## config.mk

```make
export PLATFORM = sky130hd
export DESIGN_NAME = ring_node_line_checksum_relay_core
export DESIGN_NICKNAME = d
export VERILOG_FILES = /design/src/rnlc_pkg.sv /design/src/rnlc_ram.sv /design/src/rnlc_front.sv /design/src/rnlc_back.sv /design/src/ring_node_line_checksum_relay_core.sv
export SDC_FILE = /design/constraint.sdc
export NUM_CORES = 1
export LEC_CHECK = 0
export BUFFER_PORTS_ARGS = -buffer_cell sky130_fd_sc_hd__buf_2
export CAP_MARGIN = 20
export CELL_PAD_IN_SITES_DETAIL_PLACEMENT = 1
export CELL_PAD_IN_SITES_GLOBAL_PLACEMENT = 1
export CORE_MARGIN = 3
export CORE_UTILIZATION = 55
export DETAILED_ROUTE_END_ITERATION = 16
export GPL_ROUTABILITY_DRIVEN = 0
export PLACE_DENSITY_LB_ADDON = 0.05
export SYNTH_ARGS = -nofsm -noshare
export SYNTH_HDL_FRONTEND = slang
export SYNTH_HIERARCHICAL = 1
export SYNTH_SLANG_ARGS = --single-unit
```

## constraint.sdc

```tcl
create_clock -name i_clk -period 4.8 [get_ports i_clk]
set_input_delay 0.48 -clock i_clk [delete_from_list [all_inputs] [get_ports i_clk]]
set_output_delay 0.48 -clock i_clk [all_outputs]
set_load 0.1 [all_outputs]
```

## src/rnlc_pkg.sv

```systemverilog
package rnlc_pkg;
    localparam logic [7:0] CH_HASH = 8'h23;
    localparam logic [7:0] CH_LF   = 8'h0A;
    localparam logic [7:0] CH_CR   = 8'h0D;

    localparam logic [1:0] REG_NODE_ID     = 2'd0;
    localparam logic [1:0] REG_NODE_ID_LEN = 2'd1;

    typedef struct packed {
        logic       mode;
        logic [7:0] rx_byte;
    } t_in_beat;

    typedef struct packed {
        logic       dest_port;
        logic [7:0] out_byte;
        logic       last_of_run;
        logic       checksum_error;
    } t_out_beat;

    typedef struct packed {
        logic       is_lf;
        logic       is_cr;
        t_in_beat   beat;
    } t_cmd;

    function automatic logic [7:0] hex_char(input logic [3:0] v);
        return (v < 4'd10) ? (8'h30 + {4'd0, v}) : (8'h37 + {4'd0, v});
    endfunction

    function automatic logic [4:0] hex_val(input logic [7:0] c);
        if (c >= 8'h30 && c <= 8'h39) return {1'b1, 4'(c - 8'h30)};
        if (c >= 8'h41 && c <= 8'h46) return {1'b1, 4'(c - 8'h37)};
        if (c >= 8'h61 && c <= 8'h66) return {1'b1, 4'(c - 8'h57)};
        return 5'd0;
    endfunction
endpackage

```

## src/rnlc_ram.sv

```systemverilog
module rnlc_ram #(
    parameter int WIDTH = 8,
    parameter int DEPTH = 48
) (
    input  logic                     i_clk,
    input  logic                     i_we,
    input  logic [$clog2(DEPTH)-1:0] i_waddr,
    input  logic [WIDTH-1:0]         i_wdata,
    input  logic [$clog2(DEPTH)-1:0] i_raddr,
    output logic [WIDTH-1:0]         o_rdata
);
    logic [WIDTH-1:0] r_mem [DEPTH];

    always_ff @(posedge i_clk) begin
        if (i_we) r_mem[i_waddr] <= i_wdata;
        o_rdata <= r_mem[i_raddr];
    end
endmodule

```

## src/rnlc_front.sv

```systemverilog
module rnlc_front (
    input  logic              i_clk,
    input  logic              i_rst_n,
    input  logic              i_valid,
    output logic              o_stall,
    input  rnlc_pkg::t_in_beat i_beat,
    output logic              o_q_valid,
    input  logic              i_q_pop,
    output rnlc_pkg::t_cmd    o_q_cmd
);
    import rnlc_pkg::*;

    t_cmd       r_q [2];
    logic       r_wp, r_rp;
    logic [1:0] r_cnt;
    logic       push, pop;

    assign o_stall   = (r_cnt == 2'd2);
    assign push      = i_valid && !o_stall;
    assign pop       = i_q_pop && (r_cnt != 2'd0);
    assign o_q_valid = (r_cnt != 2'd0);
    assign o_q_cmd   = r_q[r_rp];

    always_ff @(posedge i_clk) begin
        if (push) r_q[r_wp] <= '{is_lf: (i_beat.rx_byte == CH_LF),
                                 is_cr: (i_beat.rx_byte == CH_CR), beat: i_beat};
        if (!i_rst_n) begin
            r_wp <= 1'b0; r_rp <= 1'b0; r_cnt <= 2'd0;
        end else begin
            if (push) r_wp <= ~r_wp;
            if (pop)  r_rp <= ~r_rp;
            r_cnt <= r_cnt + 2'(push) - 2'(pop);
        end
    end
endmodule

```

## src/rnlc_back.sv

```systemverilog
module rnlc_back #(
    parameter int LINE_BYTES = 48,
    parameter int ID_BYTES   = 8
) (
    input  logic                i_clk,
    input  logic                i_rst_n,
    input  logic                i_q_valid,
    output logic                o_q_pop,
    input  rnlc_pkg::t_cmd      i_q_cmd,
    input  logic [63:0]         i_node_id,
    input  logic [3:0]          i_node_id_len,
    output logic                o_valid,
    input  logic                i_stall,
    output rnlc_pkg::t_out_beat o_beat
);
    import rnlc_pkg::*;

    localparam int AW = $clog2(LINE_BYTES);
    localparam int CW = $clog2(LINE_BYTES + 1);

    localparam logic [3:0] S_IDLE  = 4'd0;
    localparam logic [3:0] S_SCAN  = 4'd1;
    localparam logic [3:0] S_HEX   = 4'd2;
    localparam logic [3:0] S_CHK   = 4'd3;
    localparam logic [3:0] S_TEXT  = 4'd4;
    localparam logic [3:0] S_ID    = 4'd5;
    localparam logic [3:0] S_HASH  = 4'd6;
    localparam logic [3:0] S_HI    = 4'd7;
    localparam logic [3:0] S_LO    = 4'd8;
    localparam logic [3:0] S_LF    = 4'd9;
    localparam logic [3:0] S_ERR   = 4'd10;

    logic [3:0]    r_st;
    logic [CW-1:0] r_hcnt, r_rcnt, r_len, r_idx, r_pos;
    logic          r_head, r_halt, r_ring, r_found, r_hexok, r_rdv;
    logic [7:0]    r_sum, r_got, r_ob;
    logic [3:0]    r_idi;
    logic          r_ov, r_olast, r_oerr, r_oport;
    logic [7:0]    h_rd, g_rd, rd;
    logic [AW-1:0] raddr;
    logic [CW-1:0] idx_prev;
    logic          rd_hold;
    logic [4:0]    hv;
    logic          h_we, g_we;
    logic [3:0]    id_n;
    logic          out_free;
    t_in_beat      b;

    assign b = i_q_cmd.beat;
    assign out_free = !r_ov || !i_stall;
    assign id_n = (i_node_id_len > 4'(ID_BYTES)) ? 4'(ID_BYTES) : i_node_id_len;
    assign o_q_pop = (r_st == S_IDLE) && i_q_valid;
    assign h_we = o_q_pop && b.mode && !i_q_cmd.is_lf && !i_q_cmd.is_cr
                  && (r_hcnt < CW'(LINE_BYTES));
    assign g_we = o_q_pop && !b.mode && !i_q_cmd.is_lf && !i_q_cmd.is_cr
                  && (r_rcnt < CW'(LINE_BYTES));
    assign rd_hold = (r_st == S_TEXT) && r_rdv && !out_free;
    assign idx_prev = r_idx - 1'b1;
    assign raddr = rd_hold ? idx_prev[AW-1:0] : r_idx[AW-1:0];
    assign rd = r_ring ? g_rd : h_rd;
    assign hv = hex_val(rd);
    assign o_valid = r_ov;
    assign o_beat = '{dest_port: r_oport, out_byte: r_ob,
                      last_of_run: r_olast, checksum_error: r_oerr};

    rnlc_ram #(.WIDTH(8), .DEPTH(LINE_BYTES)) u_host (
        .i_clk, .i_we(h_we), .i_waddr(r_hcnt[AW-1:0]), .i_wdata(b.rx_byte),
        .i_raddr(raddr), .o_rdata(h_rd));
    rnlc_ram #(.WIDTH(8), .DEPTH(LINE_BYTES)) u_ring (
        .i_clk, .i_we(g_we), .i_waddr(r_rcnt[AW-1:0]), .i_wdata(b.rx_byte),
        .i_raddr(raddr), .o_rdata(g_rd));

    always_ff @(posedge i_clk) begin
        if (!i_rst_n) begin
            r_st <= S_IDLE; r_hcnt <= '0; r_rcnt <= '0;
            r_head <= 1'b0; r_halt <= 1'b0; r_ov <= 1'b0; r_rdv <= 1'b0;
        end else begin
            if (r_ov && !i_stall) r_ov <= 1'b0;
            r_rdv <= 1'b0;
            unique case (r_st)
                S_IDLE: if (o_q_pop) begin
                    if (h_we) r_hcnt <= r_hcnt + 1'b1;
                    if (g_we) r_rcnt <= r_rcnt + 1'b1;
                    if (b.mode) r_head <= 1'b1;
                    if (i_q_cmd.is_lf) begin
                        r_idx <= '0; r_sum <= '0; r_rdv <= 1'b0;
                        if (b.mode) begin
                            r_hcnt <= '0; r_len <= r_hcnt; r_ring <= 1'b0;
                            r_oport <= 1'b0;
                            if (!r_halt) r_st <= S_TEXT;
                        end else begin
                            r_rcnt <= '0; r_len <= r_rcnt; r_ring <= 1'b1;
                            r_found <= 1'b0;
                            if (!r_halt) r_st <= S_SCAN;
                        end
                    end
                end
                S_SCAN: begin
                    if (r_rdv) begin
                        if (rd == CH_HASH) begin
                            r_found <= 1'b1; r_pos <= r_idx - 1'b1;
                        end
                    end
                    if (r_idx < r_len) begin
                        r_idx <= r_idx + 1'b1; r_rdv <= 1'b1;
                    end else if (!r_rdv) begin
                        if (!r_found) r_st <= S_IDLE;
                        else begin
                            r_st <= S_HEX; r_idx <= r_pos + 1'b1;
                            r_got <= '0; r_hexok <= 1'b1;
                        end
                    end
                end
                S_HEX: begin
                    if (r_rdv) begin
                        if (r_hexok && hv[4])
                            r_got <= {r_got[3:0], hv[3:0]};
                        else r_hexok <= 1'b0;
                    end
                    if (r_idx < r_len) begin
                        r_idx <= r_idx + 1'b1; r_rdv <= 1'b1;
                    end else if (!r_rdv) begin
                        r_st <= S_CHK; r_idx <= '0;
                    end
                end
                S_CHK: begin
                    if (r_rdv) r_sum <= r_sum ^ rd;
                    if (r_idx < r_pos) begin
                        r_idx <= r_idx + 1'b1; r_rdv <= 1'b1;
                    end else if (!r_rdv) begin
                        r_len <= r_pos; r_idx <= '0; r_oport <= r_head;
                        if (r_sum != r_got) begin
                            r_halt <= 1'b1; r_st <= S_ERR;
                        end else begin
                            r_sum <= '0; r_st <= S_TEXT;
                        end
                    end
                end
                S_ERR: if (out_free) begin
                    r_ov <= 1'b1; r_oport <= 1'b0; r_ob <= '0;
                    r_olast <= 1'b1; r_oerr <= 1'b1; r_st <= S_IDLE;
                end
                S_TEXT: begin
                    if (r_idx < r_len && !r_rdv) begin
                        r_rdv <= 1'b1; r_idx <= r_idx + 1'b1;
                    end else if (r_rdv) begin
                        if (out_free) begin
                            r_ov <= 1'b1; r_ob <= rd; r_olast <= 1'b0;
                            r_oerr <= 1'b0; r_sum <= r_sum ^ rd;
                        end else r_rdv <= 1'b1;
                    end else if (r_idx >= r_len) begin
                        r_idi <= '0;
                        r_st <= (r_ring && r_head) ? S_HASH : S_ID;
                    end
                end
                S_ID: if (r_idi >= id_n) r_st <= S_HASH;
                else if (out_free) begin
                    r_ov <= 1'b1; r_ob <= i_node_id[{r_idi[2:0], 3'b000} +: 8];
                    r_olast <= 1'b0; r_oerr <= 1'b0;
                    r_sum <= r_sum ^ i_node_id[{r_idi[2:0], 3'b000} +: 8];
                    r_idi <= r_idi + 1'b1;
                end
                S_HASH: if (out_free) begin
                    r_ov <= 1'b1; r_ob <= CH_HASH; r_olast <= 1'b0;
                    r_oerr <= 1'b0; r_st <= S_HI;
                end
                S_HI: if (out_free) begin
                    r_ov <= 1'b1; r_ob <= hex_char(r_sum[7:4]); r_st <= S_LO;
                end
                S_LO: if (out_free) begin
                    r_ov <= 1'b1; r_ob <= hex_char(r_sum[3:0]); r_st <= S_LF;
                end
                S_LF: if (out_free) begin
                    r_ov <= 1'b1; r_ob <= CH_LF; r_olast <= 1'b1; r_st <= S_IDLE;
                end
                default: r_st <= S_IDLE;
            endcase
        end
    end
endmodule

```

## src/ring_node_line_checksum_relay_core.sv

```systemverilog
// Channel | Beat              | Handshake
// in      | t_in_beat         | i_valid / o_stall
// out     | t_out_beat        | o_valid / i_stall
// cfg     | node_id, id_len   | APB, pready high
// Data bytes enter the back end's line store while it is idle. A host line end
// replays the stored line; a ring line end first makes three passes of
// the line store read port (hash scan, hex read, checksum) before replay.
// Reset is synchronous; line stores need no clearing. Output stalls hold
// the back end, and a two-entry queue lets input beats land meanwhile.
module ring_node_line_checksum_relay_core #(
    parameter int LINE_BYTES = 48,
    parameter int ID_BYTES   = 8
) (
    input  logic                i_clk,
    input  logic                i_rst_n,
    input  logic                i_valid,
    output logic                o_stall,
    input  rnlc_pkg::t_in_beat  i_beat,
    output logic                o_valid,
    input  logic                i_stall,
    output rnlc_pkg::t_out_beat o_beat,
    input  logic                psel,
    input  logic                penable,
    input  logic                pwrite,
    input  logic [3:0]          paddr,
    input  logic [63:0]         pwdata,
    output logic [63:0]         prdata,
    output logic                pready
);
    import rnlc_pkg::*;

    logic [63:0] r_node_id;
    logic [3:0]  r_id_len;
    logic        q_valid, q_pop;
    t_cmd        q_cmd;

    assign pready = 1'b1;
    always_comb begin
        unique case (paddr[3])
            REG_NODE_ID[0]: prdata = r_node_id;
            default:        prdata = {60'd0, r_id_len};
        endcase
    end

    always_ff @(posedge i_clk) begin
        if (!i_rst_n) begin
            r_node_id <= '0; r_id_len <= '0;
        end else if (psel && penable && pwrite) begin
            if (paddr == 4'({REG_NODE_ID, 3'b000})) r_node_id <= pwdata;
            if (paddr == 4'({REG_NODE_ID_LEN, 3'b000})) r_id_len <= pwdata[3:0];
        end
    end

    rnlc_front u_front (
        .i_clk, .i_rst_n, .i_valid, .o_stall, .i_beat,
        .o_q_valid(q_valid), .i_q_pop(q_pop), .o_q_cmd(q_cmd));

    rnlc_back #(.LINE_BYTES(LINE_BYTES), .ID_BYTES(ID_BYTES)) u_back (
        .i_clk, .i_rst_n, .i_q_valid(q_valid), .o_q_pop(q_pop), .i_q_cmd(q_cmd),
        .i_node_id(r_node_id), .i_node_id_len(r_id_len),
        .o_valid, .i_stall, .o_beat);
endmodule

```

==> impl_metrics.py <==
metrics = {
    "timing": {
        "tightest_slew_ns": 1.12,
        "slew_headroom": 0.249,
        "slew_violations": 0,
        "rsz0062_at_grt": "no",
        "post-route-period-util": 0.859,
        "min_period_ns": 4.12,
        "clock_skew_ns": 0.0441,
        "max_freq_ghz": 0.243,
        "setup-tns-final_ns": 0,
        "hold_violations": 0,
        "setup_viol": 0,
    },
    "drt": {
        "via_per_inst": 6.30,
        "wl_per_cell_microns": 28.1,
        "drt_pass1_iterations": 5,
        "drt_wl_total_mm": 107,
        "ant_nets": 0,
        "via_count": 23962,
        "drt_iter0_markers": 2383,
        "drc": 0,
    },
    "yosys": {
        "synth_cell_type_count": 87,
        "syn_area_per_cell_sq_um": 15.5,
        "synth_edf_count": 842,
        "ys_top_cells_by_area": "edfxtp_1, mux2i_1, dfxtp_1",
        "synthCells": 2613,
        "synth.top_cell.area_share": 0.624,
        "syn_nets": 2725,
        "synthArstFlopShare": 0,
        "yosysSeqAreaShare": 0.678,
        "synth_area_leader_cell": "edfxtp_1",
        "yosysMostFrequentCell": "edfxtp_1",
        "synth_ff_type": "edfxtp_1",
        "yosys_warnings": 6,
        "syn_area_sq_um": 40500,
        "synth_seq_cells": 951,
        "synth_top_cells_by_count": "edfxtp_1, mux2i_1, nand2_1",
    },
    "cells_and_area": {
        "fin_cells": 3806,
        "final_nets": 2890,
        "syn_to_final_growth_pct": 12.4,
        "layout-drive-gt1-share": 0.190,
    },
    "cts": {
        "post_cts_resized": 0,
        "clk_pin_slew_ns": 0.06,
        "root_buffer": "clkbuf_16",
        "cts_inserted_buffers": 96,
        "cts_setup_buffers": 0,
        "insertion_delay_ns": 0.68,
        "holdBufCountCts": 1,
        "cts.sinks": 951,
        "clk_path_buf_depth": 3,
        "cts_tree": "done",
        "h-tree-depth": 3,
    },
    "placement": {
        "dp_hpwl_mm": 68.7,
        "dp_cells": 3627,
        "io_buffers": 160,
    },
    "floorplan": {
        "rows": 98,
        "fp.dieH_microns": 277,
        "die_area_sq_um": 76900,
        "dieWidth_microns": 277,
        "start_util": 0.561,
        "io-pin-count": 162,
        "core_area_sq_um": 72200,
    },
    "power": {
        "powerDensity_nw_per_um2": 538,
        "peakVddDrop_mv": 0.503,
        "p_leak_nw": 15.8,
    },
    "run_status": {
        "status": "complete, no violations",
    },
    "global_routing": {
        "grt_max_degree": 87,
        "grt_usage": 0.276,
        "antenna_found_initial": 2,
        "grt-ovfl-total": 0,
        "grt_pass1_wl_mm": 162,
        "grt_pass1_vias": 25005,
    },
    "worst_hold_path": {
        "hold_path_class": "input pin to flip-flop",
    },
    "critical_path": {
        "critPathArrivalTime_ns": 4.69,
        "critPathCaptureType": "flip-flop",
        "cp_max_fo": 26,
        "start_kind": "flip-flop",
        "critPathKind": "flip-flop to flip-flop",
        "r2r_setup_slack_ns": 0.68,
        "required_ns": 5.36,
    },
    "flow_run": {
        "maxCapViolCount": 0,
    },
}
==> path summary, 6_finish.rpt <==
path                                     start  cells after the start                        to
worst min-delay path                 i_beat[5]                      1         u_front/r_q[1][5]
worst max-delay path            u_back/r_st[0]                     13  u_back/u_ring/o_rdata[3]
worst max register to register  u_back/r_st[0]                     13  u_back/u_ring/o_rdata[3]
worst min register to register   r_node_id[24]                      2             r_node_id[24]
==> through the flow <==
stage | worst slack [ns] | instance area [sq um] | hold slack, ns | util | total power [mW]
after global routing | 0.435 | 45500 | 0.0137 | 0.630 | 25.5
after global placement | 0.767 | 42200 | 0.446 | 0.585 | 16.7
final | 0.679 | 45500 | 0.0407 | 0.630 | 24.5
after CTS | 0.677 | 45500 | 0.00776 | 0.630 | 24.6
after floorplan | 1.27 | 40500 | 0.432 | - | 14.8
after detailed placement | 0.689 | 42200 | 0.463 | 0.585 | 16.9
==> placed cells by master (no fill, tap or decap), types with 6 or more instances in the layout <==
cell       synthesis  layout
xnor2_1           28      25
buf_12             0       7
clkinv_1           0      14
buf_4             28      62
dfxtp_1          109     109
mux2i_1          348     348
o21ai_0           30      30
and3_1             9       9
clkbuf_1          57      14
nand2_1          215     215
mux2_4             0       8
a31oi_1            9       9
clkinv_2           0      18
o21ai_1            6       6
a22o_1            33      33
edfxtp_1         842     842
clkbuf_8           1       7
mux2_2            15       7
a21oi_1           65      64
a22oi_1           74      74
nand3_1           28      28
nor2_1           161     159
o41ai_2           16      16
buf_2             21     159
nor2b_1           77      73
and2_1            13      13
clkbuf_16          0      96
a221oi_1          35      35
xor2_1            13      12
nand4_1           10      10
o22ai_1           24      24
nor3_1            17      17
mux4_2            96      96
inv_1             40      40
ha_1              28      28
nand2b_1          13      13
bufinv_16          0      13
==> worst max-delay path, stage by stage, from the launching register on <==
cell and delay (ns):
dfxtp_1 0.32, inv_2 0.21, nand3_1 0.33, nor2_1 0.27, buf_4 0.21, nand2_1 0.10, xnor2_2 0.46, buf_4 0.35
nor2b_2 0.14, buf_4 0.27, a22o_1 0.25, a221oi_1 0.51, o22ai_1 0.22, o41ai_2 0.35
==> cell families after synthesis <==
| kind of cell | Yosys count | synth area share |
|---|---|---|
| AND/OR/NAND/NOR | 591 | 0.0701 |
| adder cells (fa/ha/maj) | 28 | 0.00865 |
| flip-flops | 951 | 0.678 |
| other | 1 | 0.0000926 |
| XOR/XNOR | 41 | 0.00887 |
| multiplexers | 460 | 0.144 |
| AO/OA/AOI/OAI | 337 | 0.0627 |
| buffers and inverters | 204 | 0.0275 |
==> cell type report <==
cell class,instances,area [sq um]
clock inverters,57,699
multi-input cells,1458,12000
inverters,41,154
flip-flops and latches,951,27500
repair buffers,230,1420
diodes,2,5.00
well taps,950,1190
clock buffers,117,2550
fillers,6532,26700
==> where the power goes <==
group	switching (mW)	internal, mW
registers	0.334	10.0
logic	4.17	2.28
clock network	3.19	4.50
==> layer usage <==
| layer | vias up | track usage | share of wire |
|---|---|---|---|
| li1 | 10415 | - | - |
| met1 | 12582 | 0.388 | 0.42 |
| met2 | 817 | 0.457 | 0.50 |
| met3 | 148 | 0.0337 | 0.058 |
| met4 | 0 | 0.0810 | 0.028 |
| met5 | - | 0 | 0 |
==> state kept, by name, indices dropped and copies added (netlist names), 2 cells and up, named ones only <==
| signal | count |
|---|---|
| u_back/r_rcnt | 6 |
| u_front/r_q | 22 |
| u_back/r_ob | 8 |
| u_back/u_host/r_mem | 384 |
| u_back/r_idi | 4 |
| u_back/r_pos | 6 |
| u_back/r_st | 4 |
| u_front/r_cnt | 2 |
| r_id_len | 4 |
| u_back/r_hcnt | 6 |
| r_node_id | 64 |
| u_back/r_idx | 6 |
| u_back/r_got | 8 |
| u_back/r_sum | 8 |
| u_back/u_host/o_rdata | 8 |
| u_back/u_ring/o_rdata | 8 |
| u_back/u_ring/r_mem | 384 |
| u_back/r_len | 6 |
No activity file was read; power rests on OpenSTA's default activity.
